`config.mk`:
```
export PLATFORM = sky130hd
export DESIGN_NAME = ordered_list_engine_unit
export DESIGN_NICKNAME = d
export VERILOG_FILES = /design/src/rtl/core/olist_pkg.sv /design/src/rtl/core/olist_cell.sv /design/src/rtl/core/ordered_list_engine_unit.sv
export SDC_FILE = /design/constraint.sdc
export NUM_CORES = 1
export LEC_CHECK = 0
export BUFFER_PORTS_ARGS = -buffer_cell sky130_fd_sc_hd__buf_2
export CORE_MARGIN = 2
export CORE_UTILIZATION = 35
export CTS_CLUSTER_DIAMETER = 40
export DETAILED_ROUTE_END_ITERATION = 8
export GPL_ROUTABILITY_DRIVEN = 0
export PLACE_DENSITY = 0.57
export SLEW_MARGIN = 40
export SYNTH_ARGS = -nofsm -noshare
export SYNTH_HDL_FRONTEND = slang
export SYNTH_SLANG_ARGS = --single-unit
```
`constraint.sdc`:
```
create_clock -name clock -period 11.8 [get_ports clock]
set_input_delay 1.77 -clock clock [delete_from_list [all_inputs] [get_ports clock]]
set_output_delay 1.77 -clock clock [all_outputs]
set_load 0.01 [all_outputs]
```
`src/rtl/core/olist_pkg.sv`:
```
// ----------------------------------------------------------------------------
// olist_pkg
// Shared types and codes for the ordered list engine and its storage cells.
// ----------------------------------------------------------------------------
`default_nettype none

package olist_pkg;

   // request kinds
   localparam logic [1:0] KIND_APPEND = 2'd0;
   localparam logic [1:0] KIND_INSERT = 2'd1;
   localparam logic [1:0] KIND_DELETE = 2'd2;
   localparam logic [1:0] KIND_DUMP   = 2'd3;

   // response status codes
   localparam logic [2:0] STATUS_OK       = 3'd0;
   localparam logic [2:0] STATUS_RANGE    = 3'd1;
   localparam logic [2:0] STATUS_NOTFOUND = 3'd2;
   localparam logic [2:0] STATUS_EMPTY    = 3'd3;
   localparam logic [2:0] STATUS_FULL     = 3'd4;

   // wide enough for any cell index or count up to the largest capacity
   localparam int IDX_W = 9;
   typedef logic [IDX_W-1:0] idx_type;

   typedef logic signed [31:0] data_type;

   // cell update modes
   typedef logic [1:0] cell_mode_type;
   localparam cell_mode_type CELL_HOLD   = 2'd0;
   localparam cell_mode_type CELL_INSERT = 2'd1;
   localparam cell_mode_type CELL_ROTATE = 2'd2;
   localparam cell_mode_type CELL_SHIFT  = 2'd3;

   // control broadcast to every cell of the chain
   typedef struct packed {
      cell_mode_type mode;
      idx_type       target;
      data_type      value;
   } cell_ctl_type;

endpackage

`default_nettype wire

```
`src/rtl/core/olist_cell.sv`:
```
// ----------------------------------------------------------------------------
// olist_cell
// One list slot: holds an element and trades it with its neighbors.
// ----------------------------------------------------------------------------
`default_nettype none

module olist_cell #(
   parameter int INDEX = 0
) (
   input  wire                     clock,
   input  olist_pkg::cell_ctl_type ctl,
   input  olist_pkg::data_type     left_data,
   input  olist_pkg::data_type     right_data,
   input  olist_pkg::data_type     head_data,
   output olist_pkg::data_type     data
);

   localparam olist_pkg::idx_type MY_IDX = olist_pkg::idx_type'(INDEX);

   olist_pkg::data_type data_ff;
   olist_pkg::data_type data_in;

   always_comb begin
      data_in = data_ff;
      unique case (ctl.mode)
         olist_pkg::CELL_HOLD: begin
            data_in = data_ff;
         end
         olist_pkg::CELL_INSERT: begin
            // slots past the insert point move one place toward the tail
            if (MY_IDX == ctl.target) begin
               data_in = ctl.value;
            end else if (MY_IDX > ctl.target) begin
               data_in = left_data;
            end
         end
         olist_pkg::CELL_ROTATE: begin
            // head wraps around into the tail slot
            if (MY_IDX == ctl.target) begin
               data_in = head_data;
            end else begin
               data_in = right_data;
            end
         end
         olist_pkg::CELL_SHIFT: begin
            data_in = right_data;
         end
         default: begin
            data_in = data_ff;
         end
      endcase
   end

   always_ff @(posedge clock) begin
      data_ff <= data_in;
   end

   assign data = data_ff;

endmodule

`default_nettype wire

```
`src/rtl/core/ordered_list_engine_unit.sv`:
```
// ----------------------------------------------------------------------------
// ordered_list_engine_unit
// Ordered list of signed 32-bit values held in a chain of shifting cells.
// ----------------------------------------------------------------------------
//  channel   ports                              direction
//  req       req_valid/ready, kind/value/pos    in
//  rsp       rsp_valid/ready, status/elem/last  out
//
//  append and insert need no rotation: every cell shifts or loads in parallel.
//  delete and dump rotate the chain once around, one element per cycle.
//  reset clears the element count; cell contents are left as they were.
//  a stalled response freezes the rotation; a new request is taken only
//  when the engine is idle and the response register is free.
`default_nettype none

module ordered_list_engine_unit #(
   parameter int CAPACITY = 16
) (
   input  wire                clock,
   input  wire                reset,
   input  wire                req_valid,
   output logic               req_ready,
   input  wire  [1:0]         req_kind,
   input  wire  signed [31:0] req_value,
   input  wire  [7:0]         req_position,
   output logic               rsp_valid,
   input  wire                rsp_ready,
   output logic [2:0]         rsp_status,
   output logic signed [31:0] rsp_element,
   output logic               rsp_last
);

   localparam int CNT_W = $clog2(CAPACITY + 1);

   localparam logic [1:0] S_IDLE   = 2'd0;
   localparam logic [1:0] S_DELETE = 2'd1;
   localparam logic [1:0] S_DUMP   = 2'd2;

   localparam logic [CNT_W-1:0] CAP_COUNT = CNT_W'(CAPACITY);

   logic [1:0]          state_ff, state_in;
   logic [CNT_W-1:0]    count_ff, count_in;
   logic [CNT_W-1:0]    step_ff, step_in;
   logic [CNT_W-1:0]    len_ff, len_in;
   logic                found_ff, found_in;
   olist_pkg::data_type key_ff, key_in;

   logic                rsp_valid_ff, rsp_valid_in;
   logic [2:0]          rsp_status_ff, rsp_status_in;
   olist_pkg::data_type rsp_element_ff, rsp_element_in;
   logic                rsp_last_ff, rsp_last_in;

   olist_pkg::cell_ctl_type ctl;
   olist_pkg::data_type     cell_data [CAPACITY];
   olist_pkg::data_type     head;

   logic             out_can_load;
   logic             accept;
   logic             hit;
   logic             final_step;
   olist_pkg::idx_type count_x;
   olist_pkg::idx_type pos_x;

   assign head         = cell_data[0];
   assign out_can_load = !rsp_valid_ff || rsp_ready;
   assign req_ready    = (state_ff == S_IDLE) && out_can_load;
   assign accept       = req_valid && req_ready;
   assign count_x      = olist_pkg::idx_type'(count_ff);
   assign pos_x        = olist_pkg::idx_type'(req_position);
   assign hit          = !found_ff && (head == key_ff);
   assign final_step   = (step_ff == count_ff - 1'b1);

   always_comb begin
      state_in       = state_ff;
      count_in       = count_ff;
      step_in        = step_ff;
      len_in         = len_ff;
      found_in       = found_ff;
      key_in         = key_ff;
      rsp_valid_in   = rsp_valid_ff && !rsp_ready;
      rsp_status_in  = rsp_status_ff;
      rsp_element_in = rsp_element_ff;
      rsp_last_in    = rsp_last_ff;
      ctl.mode       = olist_pkg::CELL_HOLD;
      ctl.target     = '0;
      ctl.value      = req_value;

      unique case (state_ff)
         S_IDLE: begin
            if (accept) begin
               rsp_valid_in   = 1'b1;
               rsp_status_in  = olist_pkg::STATUS_OK;
               rsp_element_in = '0;
               rsp_last_in    = 1'b1;
               unique case (req_kind)
                  olist_pkg::KIND_APPEND: begin
                     if (count_ff == CAP_COUNT) begin
                        rsp_status_in = olist_pkg::STATUS_FULL;
                     end else begin
                        ctl.mode   = olist_pkg::CELL_INSERT;
                        ctl.target = count_x;
                        count_in   = count_ff + 1'b1;
                     end
                  end
                  olist_pkg::KIND_INSERT: begin
                     if (req_position == 8'd0 || pos_x > count_x + 1'b1) begin
                        rsp_status_in = olist_pkg::STATUS_RANGE;
                     end else if (count_ff == CAP_COUNT) begin
                        rsp_status_in = olist_pkg::STATUS_FULL;
                     end else begin
                        ctl.mode   = olist_pkg::CELL_INSERT;
                        ctl.target = pos_x - 1'b1;
                        count_in   = count_ff + 1'b1;
                     end
                  end
                  olist_pkg::KIND_DELETE: begin
                     if (count_ff == '0) begin
                        rsp_status_in = olist_pkg::STATUS_EMPTY;
                     end else begin
                        rsp_valid_in = 1'b0;
                        state_in     = S_DELETE;
                        step_in      = '0;
                        len_in       = count_ff;
                        found_in     = 1'b0;
                        key_in       = req_value;
                     end
                  end
                  olist_pkg::KIND_DUMP: begin
                     if (count_ff == '0) begin
                        rsp_status_in = olist_pkg::STATUS_EMPTY;
                     end else begin
                        rsp_valid_in = 1'b0;
                        state_in     = S_DUMP;
                        step_in      = '0;
                     end
                  end
                  default: begin
                     rsp_valid_in = 1'b0;
                  end
               endcase
            end
         end
         S_DELETE: begin
            if (out_can_load) begin
               // first match is dropped instead of wrapping to the tail
               if (hit) begin
                  ctl.mode = olist_pkg::CELL_SHIFT;
                  len_in   = len_ff - 1'b1;
                  found_in = 1'b1;
               end else begin
                  ctl.mode   = olist_pkg::CELL_ROTATE;
                  ctl.target = olist_pkg::idx_type'(len_ff) - 1'b1;
               end
               step_in = step_ff + 1'b1;
               if (final_step) begin
                  count_in       = hit ? len_ff - 1'b1 : len_ff;
                  rsp_valid_in   = 1'b1;
                  rsp_status_in  = (found_ff || hit) ? olist_pkg::STATUS_OK
                                                     : olist_pkg::STATUS_NOTFOUND;
                  rsp_element_in = '0;
                  rsp_last_in    = 1'b1;
                  state_in       = S_IDLE;
               end
            end
         end
         S_DUMP: begin
            if (out_can_load) begin
               ctl.mode       = olist_pkg::CELL_ROTATE;
               ctl.target     = count_x - 1'b1;
               step_in        = step_ff + 1'b1;
               rsp_valid_in   = 1'b1;
               rsp_status_in  = olist_pkg::STATUS_OK;
               rsp_element_in = head;
               rsp_last_in    = final_step;
               if (final_step) begin
                  state_in = S_IDLE;
               end
            end
         end
         default: begin
            state_in = S_IDLE;
         end
      endcase
   end

   for (genvar g = 0; g < CAPACITY; g++) begin : g_cell
      olist_pkg::data_type left_d;
      olist_pkg::data_type right_d;
      if (g == 0) begin : g_first
         assign left_d = cell_data[g];
      end else begin : g_mid_l
         assign left_d = cell_data[g-1];
      end
      if (g == CAPACITY - 1) begin : g_last
         assign right_d = cell_data[g];
      end else begin : g_mid_r
         assign right_d = cell_data[g+1];
      end
      olist_cell #(
         .INDEX (g)
      ) u_cell (
         .clock      (clock),
         .ctl        (ctl),
         .left_data  (left_d),
         .right_data (right_d),
         .head_data  (head),
         .data       (cell_data[g])
      );
   end

   always_ff @(posedge clock) begin
      if (reset) begin
         state_ff     <= S_IDLE;
         count_ff     <= '0;
         step_ff      <= '0;
         len_ff       <= '0;
         found_ff     <= 1'b0;
         rsp_valid_ff <= 1'b0;
      end else begin
         state_ff     <= state_in;
         count_ff     <= count_in;
         step_ff      <= step_in;
         len_ff       <= len_in;
         found_ff     <= found_in;
         rsp_valid_ff <= rsp_valid_in;
      end
   end

   always_ff @(posedge clock) begin
      key_ff         <= key_in;
      rsp_status_ff  <= rsp_status_in;
      rsp_element_ff <= rsp_element_in;
      rsp_last_ff    <= rsp_last_in;
   end

   assign rsp_valid   = rsp_valid_ff;
   assign rsp_status  = rsp_status_ff;
   assign rsp_element = rsp_element_ff;
   assign rsp_last    = rsp_last_ff;

endmodule

`default_nettype wire

```
[Yosys cells after proc, flatten, opt, wreduce, memory -nomap -nowiden]
Index checks and enable logic that the tools add are counted.
Operators by class
  add/sub/neg operators: 8
  order comparisons: 16
  equality and inequality tests: 59
  multiplexer cells: 131
  bitwise logic cells: 3
  reduce and logical (&&, ||, !) cells: 45
Operators by type and width (number)
  $mux 32: 51
  $pmux 32 s3: 16
  $eq 4x9->1 const A: 8
  $gt 4x9->1 const A: 8
  $mux 5: 14
  $pmux 32 s2: 1
  $ne 3x1->1 const B: 17
  $mux 10: 4
  $pmux 5 s2: 4
  $eq 3x9->1 const A: 4
  $gt 3x9->1 const A: 4
  $pmux 11 s3: 1
  $eq 32x32->1: 1
  $reduce_and 2->1: 14
  $mux 11: 2
  $pmux 10 s2: 1
  $eq 2x9->1 const A: 2
  $gt 2x9->1 const A: 2
  $mux 3: 6
  $pmux 3 s3: 2
  $reduce_and 6->1: 3
  $mux 1: 16
  $ne 2x2->1 const B: 8
  $reduce_and 5->1: 3
  32 further kinds: 70
Storage, ports and cells
  flip-flop bits (word level): 599
  output and inout bits: 38

[Longest topological paths before layout]
  word-level depth: 11
  gate-level depth with buffers: 23
  mapped depth without buffers: 18

[Hierarchy]
Synthesis repeated with hierarchy kept, for this count alone.
Unflattened totals
  cells, all modules: 3790
  area, all modules: 44487.7 um^2
By module, submodules not included
  ordered_list_engine_unit: instances 1, cells each 438, area each 4830.9 um^2, sequential area each 2422.3 um^2
  olist_cell at g_cell[8].u_cell: instances 1, cells each 217, area each 2588.7 um^2, sequential area each 960.9 um^2
  olist_cell at g_cell[6].u_cell: instances 1, cells each 218, area each 2573.7 um^2, sequential area each 960.9 um^2
  olist_cell at g_cell[7].u_cell: instances 1, cells each 217, area each 2566.2 um^2, sequential area each 960.9 um^2
  olist_cell at g_cell[5].u_cell: instances 1, cells each 216, area each 2565.0 um^2, sequential area each 960.9 um^2
  olist_cell at g_cell[2].u_cell: instances 1, cells each 215, area each 2562.5 um^2, sequential area each 960.9 um^2
  olist_cell at g_cell[4].u_cell: instances 1, cells each 216, area each 2542.4 um^2, sequential area each 960.9 um^2
  olist_cell at g_cell[0].u_cell: instances 1, cells each 215, area each 2539.9 um^2, sequential area each 960.9 um^2
  olist_cell at g_cell[3].u_cell: instances 1, cells each 214, area each 2532.4 um^2, sequential area each 960.9 um^2
  olist_cell at g_cell[10].u_cell: instances 1, cells each 216, area each 2438.6 um^2, sequential area each 960.9 um^2
  olist_cell at g_cell[12].u_cell: instances 1, cells each 217, area each 2436.1 um^2, sequential area each 960.9 um^2
  olist_cell at g_cell[9].u_cell: instances 1, cells each 217, area each 2434.8 um^2, sequential area each 960.9 um^2
  olist_cell at g_cell[14].u_cell: instances 1, cells each 216, area each 2432.3 um^2, sequential area each 960.9 um^2
  olist_cell at g_cell[13].u_cell: instances 1, cells each 216, area each 2431.1 um^2, sequential area each 960.9 um^2
  3 more rows

[Least setup slack after synthesis]
No wires, ideal clock.
  path type: input-to-reg
  start: in req_position[0]
  end: reg g_cell[12].u_cell.data_ff[0] (enable)
  setup time: 432 ps
  data arrival time: 5724 ps
  data required time: 11368 ps
  path slack: 5644 ps
  cell stages on the path: 13
  cell sequence: inv_1 > ha_1 > and4_1 > a31oi_1 > nor4_4 > nand3_1 > o311a_1 > buf_2 > or3_1 > or3_1 > clkbuf_1 > clkbuf_1 > a21oi_1
On the way
  longest elaborated chain between the ends: 9
Ends and longest elaborated chain
  from (decl): RTL line ordered_list_engine_unit.sv:25  | input wire [7:0] req_position,
  $sub 8x1->9 (tied with other cells): RTL line ordered_list_engine_unit.sv:112  | ctl.target = pos_x - 1'b1;
  $mux 10 or $logic_or 1x1->1 (tied branches): RTL line ordered_list_engine_unit.sv:108, ordered_list_engine_unit.sv:106
  $mux 10 (*): RTL line ordered_list_engine_unit.sv:106  | if (req_position == 8'd0 || pos_x > count_x + 1'b1) begin
  $pmux 10 s2 (*): RTL line ordered_list_engine_unit.sv:95  | unique case (req_kind)
  $mux 10 (*): RTL line ordered_list_engine_unit.sv:90  | if (accept) begin
  $pmux 11 s3 (*): RTL line ordered_list_engine_unit.sv:88  | unique case (state_ff)
  $gt 4x9->1 (tied with other cells): RTL line olist_cell.sv:33  | end else if (MY_IDX > ctl.target) begin
  $ne 3x1->1 (no line) or $not 1->1 (tied branches)
  $reduce_and 2->1 (no line) (*)
  to (signal assigned): RTL line olist_cell.sv:55  | data_ff <= data_in;
  to (decl): RTL line olist_cell.sv:20  | olist_pkg::data_type data_ff;
Every way passes the cells marked *; elsewhere a longest branch is shown, timed or not.
A chain may end at the register's enable or synchronous reset.

[Worst setup path after layout]
  start: in req_position[1]
  end: reg g_cell[4].u_cell.data_ff[0], data pin
On the way
  longest elaborated chain between the ends: 9
Ends and longest elaborated chain
  $sub 8x1->9 (tied with other cells): RTL line ordered_list_engine_unit.sv:112
  $mux 10 or $logic_or 1x1->1 (tied branches): RTL line ordered_list_engine_unit.sv:108, ordered_list_engine_unit.sv:106
  $mux 10 (*): RTL line ordered_list_engine_unit.sv:106
  $pmux 10 s2 (*): RTL line ordered_list_engine_unit.sv:95
  $mux 10 (*): RTL line ordered_list_engine_unit.sv:90
  $pmux 11 s3 (*): RTL line ordered_list_engine_unit.sv:88
  $eq 3x9->1: RTL line olist_cell.sv:31, olist_cell.sv:39
  $mux 32, on equally long branches: RTL line olist_cell.sv:39, olist_cell.sv:31
  $pmux 32 s3 (*): RTL line olist_cell.sv:25  | unique case (ctl.mode)
  named net g_cell[4].u_cell.data_in[0]: RTL line olist_cell.sv:21  | olist_pkg::data_type data_in;
  to (signal assigned): RTL line olist_cell.sv:55
  to (decl): RTL line olist_cell.sv:20
The timed path passes the listed nets; every way through them passes the cells marked *.

==> impl_results.md <==
- Vias post-DR: about 23000
- Clk_lat worst skew: around 640 ps
- Synth Instances: around 2500
- Post-layout min period: just over 6000 ps
- Simple-Gate Fraction of Synth Area: a little over an eighth
- CTS tree: done
- Post_cts resized: 0
- Setup Buffers After CTS: 0
- Final wirelength: approximately 100 mm
- Pin count of the biggest net entering global routing: 108
- Area post-placement: roughly 0.031 mm2
- Overall die height: 296 um
- Total GRT Usage: a little under a quarter
- Non-Filler Instances: 3721
- Crit start category: primary input
- Hold Slack: 543 ps
- Rows: about 110
- Final Max Slew Viols: 0
- CTS Hold Buffers Added: 0
- Syn Nets: roughly 2600
- Root Driver: clkbuf_16
- YS warnings: 0
- CTS sink cnt: between 500 and 600
- Status: complete, no violations
- Initial antenna violation count: 2
- Adder-cell share of the synthesized area: 0.838%
- Most frequent cells in the layout: edfxtp_1 (580), nor2_1 (423), a221o_1 (416)
- Register clock-pin slew on the reported worst setup and hold paths: around 60 ps
- Slew headroom: between 40% and 50%
- Worst-Margin Slew: 896 ps
- Post-Synth XOR/XNOR Area: under 10%
- Smallest setup slack after layout: 5720 ps
- Initial Utilization: a little over a third
- Seq. cell area: 0.0178 mm2
- CP Max Fanout: 107
- Post-synth ARST share: 0%
- CTS Buffer Depth: 3
- Post-synth EDFFs: between 500 and 600
- Setup TNS: 0 ps
- Setup WS pre-CTS: about 5100 ps
- DIE WIDTH: a little under 300 um
- Number of nets with antenna violations after routing: 0
- CTS buffer count: 81
- Distinct cells, synth: 61
- Multi-input gate area: approximately 0.011 mm2
- Crit path capture type: flop
- Multiplexer share of the synthesized area: under 10%
- DR DRC count: 0
- Synthesized flop and latch total: about 600
- Grt total ovfl: 0
- Largest family of logic cells by synthesized area: compound AO/OA/AOI/OAI gates
- Num ports: 84
- HPWL Detailed: approximately 68 mm
- Layout area overhead: 14.8%
- Arr. time, crit path: 6570 ps
- Top_reg_cell synth: edfxtp_1
- Die area: slightly below 0.09 mm2
- Share of cells above drive strength 1: 12.5%
- Leakage: around 13 nW
- Finished Cell Area: 0.0343 mm2
- Hold Fails Final Rpt: 0
- Router iterations before antenna repair: 6
- I/O Buffers: 83
- DR iter-0 viols: ~3700
- Syn Area/Cell: around 12 um2
- Pwr per Cell Area: between 300 and 400 mW/mm2
- Highest clock rate: between 0.15 and 0.2 GHz
- Fillers: approximately 8000
- CTS HTree Levels: 3
- Wire per inst: around 28 um
- Vias in the first global route: roughly 22000
- Post-synthesis sequential area ratio: 59.6%
- Core area: about 0.085 mm2
- Vias per cell: a little over 6
- Period utilisation layout: 51.5%
- Critical Path RT: around 12000 ps
- First-pass GRT wire length: between 150 and 200 mm
- HP Class: reg -> reg
- Number of setup violations in the final report: 0
- Clk_skew: around 33 ps
- Max_cap viols: 0
- Worst setup path class: in -> reg
- Layout Nets: ~2600
- Synth Cell Area: ~0.030 mm2
- Unrepaired setup endpoints after global routing: false
- Total power: 11.0 mW
- Final Util: approximately two fifths
- Worst VDD drop: approximately 0.17 mV
- Synth Area in Compound Gates: 17.8%
- Commonest non-fill, non-tap cell in the layout: edfxtp_1
- Dpl cells: 3571
==> cell type report <==
class                           count  share of cell area [%]
Clock inverter                     57                    1.86
Inverter                           20                   0.219
Multi-Input combinational cell   1673                    33.0
Clock buffer                       91                    6.14
Timing Repair Buffer              136                    2.67
Sequential cell                   599                    51.9
Antenna cell                        1                 0.00730
Tap cell                         1144                    4.17
==> report_power, final <==
part           internal, mW  leakage, nW  total (mW)  switching [mW]
Clock                  1.51         1.32        2.52            1.02
Sequential             3.74         5.54        4.34           0.603
Combinational          1.47         5.66        4.09            2.62
Total                  6.71         12.5        11.0            4.25
==> final timing paths <==
path	slack, ps	to	cells after the start	startpoint
setup / recovery	5720	g_cell[4].u_cell.data[0]$_DFFE_PP_	16	req_position[1]
hold / removal	540	step_ff[1]$_SDFFE_PP0P_	2	step_ff[1]$_SDFFE_PP0P_
setup reg to reg	5740	g_cell[4].u_cell.data[0]$_DFFE_PP_	13	g_cell[0].u_cell.data[5]$_DFFE_PP_
hold reg to reg	540	step_ff[1]$_SDFFE_PP0P_	2	step_ff[1]$_SDFFE_PP0P_
==> kinds of logic (layout without fill, tap and decap cells) <==
group	count (synthesis)	in the layout
AO/OA/AOI/OAI	588	588
XOR/XNOR	51	51
adder cells (fa/ha/maj)	20	20
buffers and inverters	260	304
flip-flops	599	599
multiplexers	103	103
other	0	1
AND/OR/NAND/NOR	911	911
==> registers in the layout, indices dropped and copies added (netlist names) <==
name	count
rsp_status	3
rsp_element	32
step_ff	5
g_cell.u_cell.data	512
len_ff	5
key_ff	32
count_ff	5
state_ff	2
found_ff	1
rsp_last	1
rsp_valid	1
==> cells in the mapped netlist, types with 10 or more instances <==
master	n	area, um2
a21o_1	11	82.6
a21oi_1	36	180
a221o_1	416	4160
and2_1	78	488
and3_1	33	206
buf_1	41	154
buf_2	33	165
clkbuf_1	158	593
dfxtp_1	19	380
edfxtp_1	580	17400
ha_1	20	250
inv_1	18	67.6
mux2i_1	103	1030
nand2_1	284	1070
nand3_1	13	65.1
nand4_1	11	68.8
nor2_1	431	1620
nor3_1	10	50.1
o21ai_0	48	240
o221ai_1	32	280
xor2_1	42	368
==> critical path, stage by stage <==
cell and delay, ps:
buf_2 130, ha_1 300, nor2b_1 130, o211ai_1 190, a211o_1 250, nand2_1 100, a21oi_1 240, nand4_1 130
a21oi_1 300, inv_1 190, ha_4 360, nor2_4 660, buf_12 500, and2_1 550, buf_4 420, a221o_1 220
==> layer usage <==
layer  GRT usage, %  up-vias  routed length [um]
met3           5.23      185               12700
met1           33.1    11400               43100
met4           7.02        0                2610
met5              0        -                   0
li1               -     9791                   -
met2           35.4     1733               46100
Power figures use the tool's default switching activity.
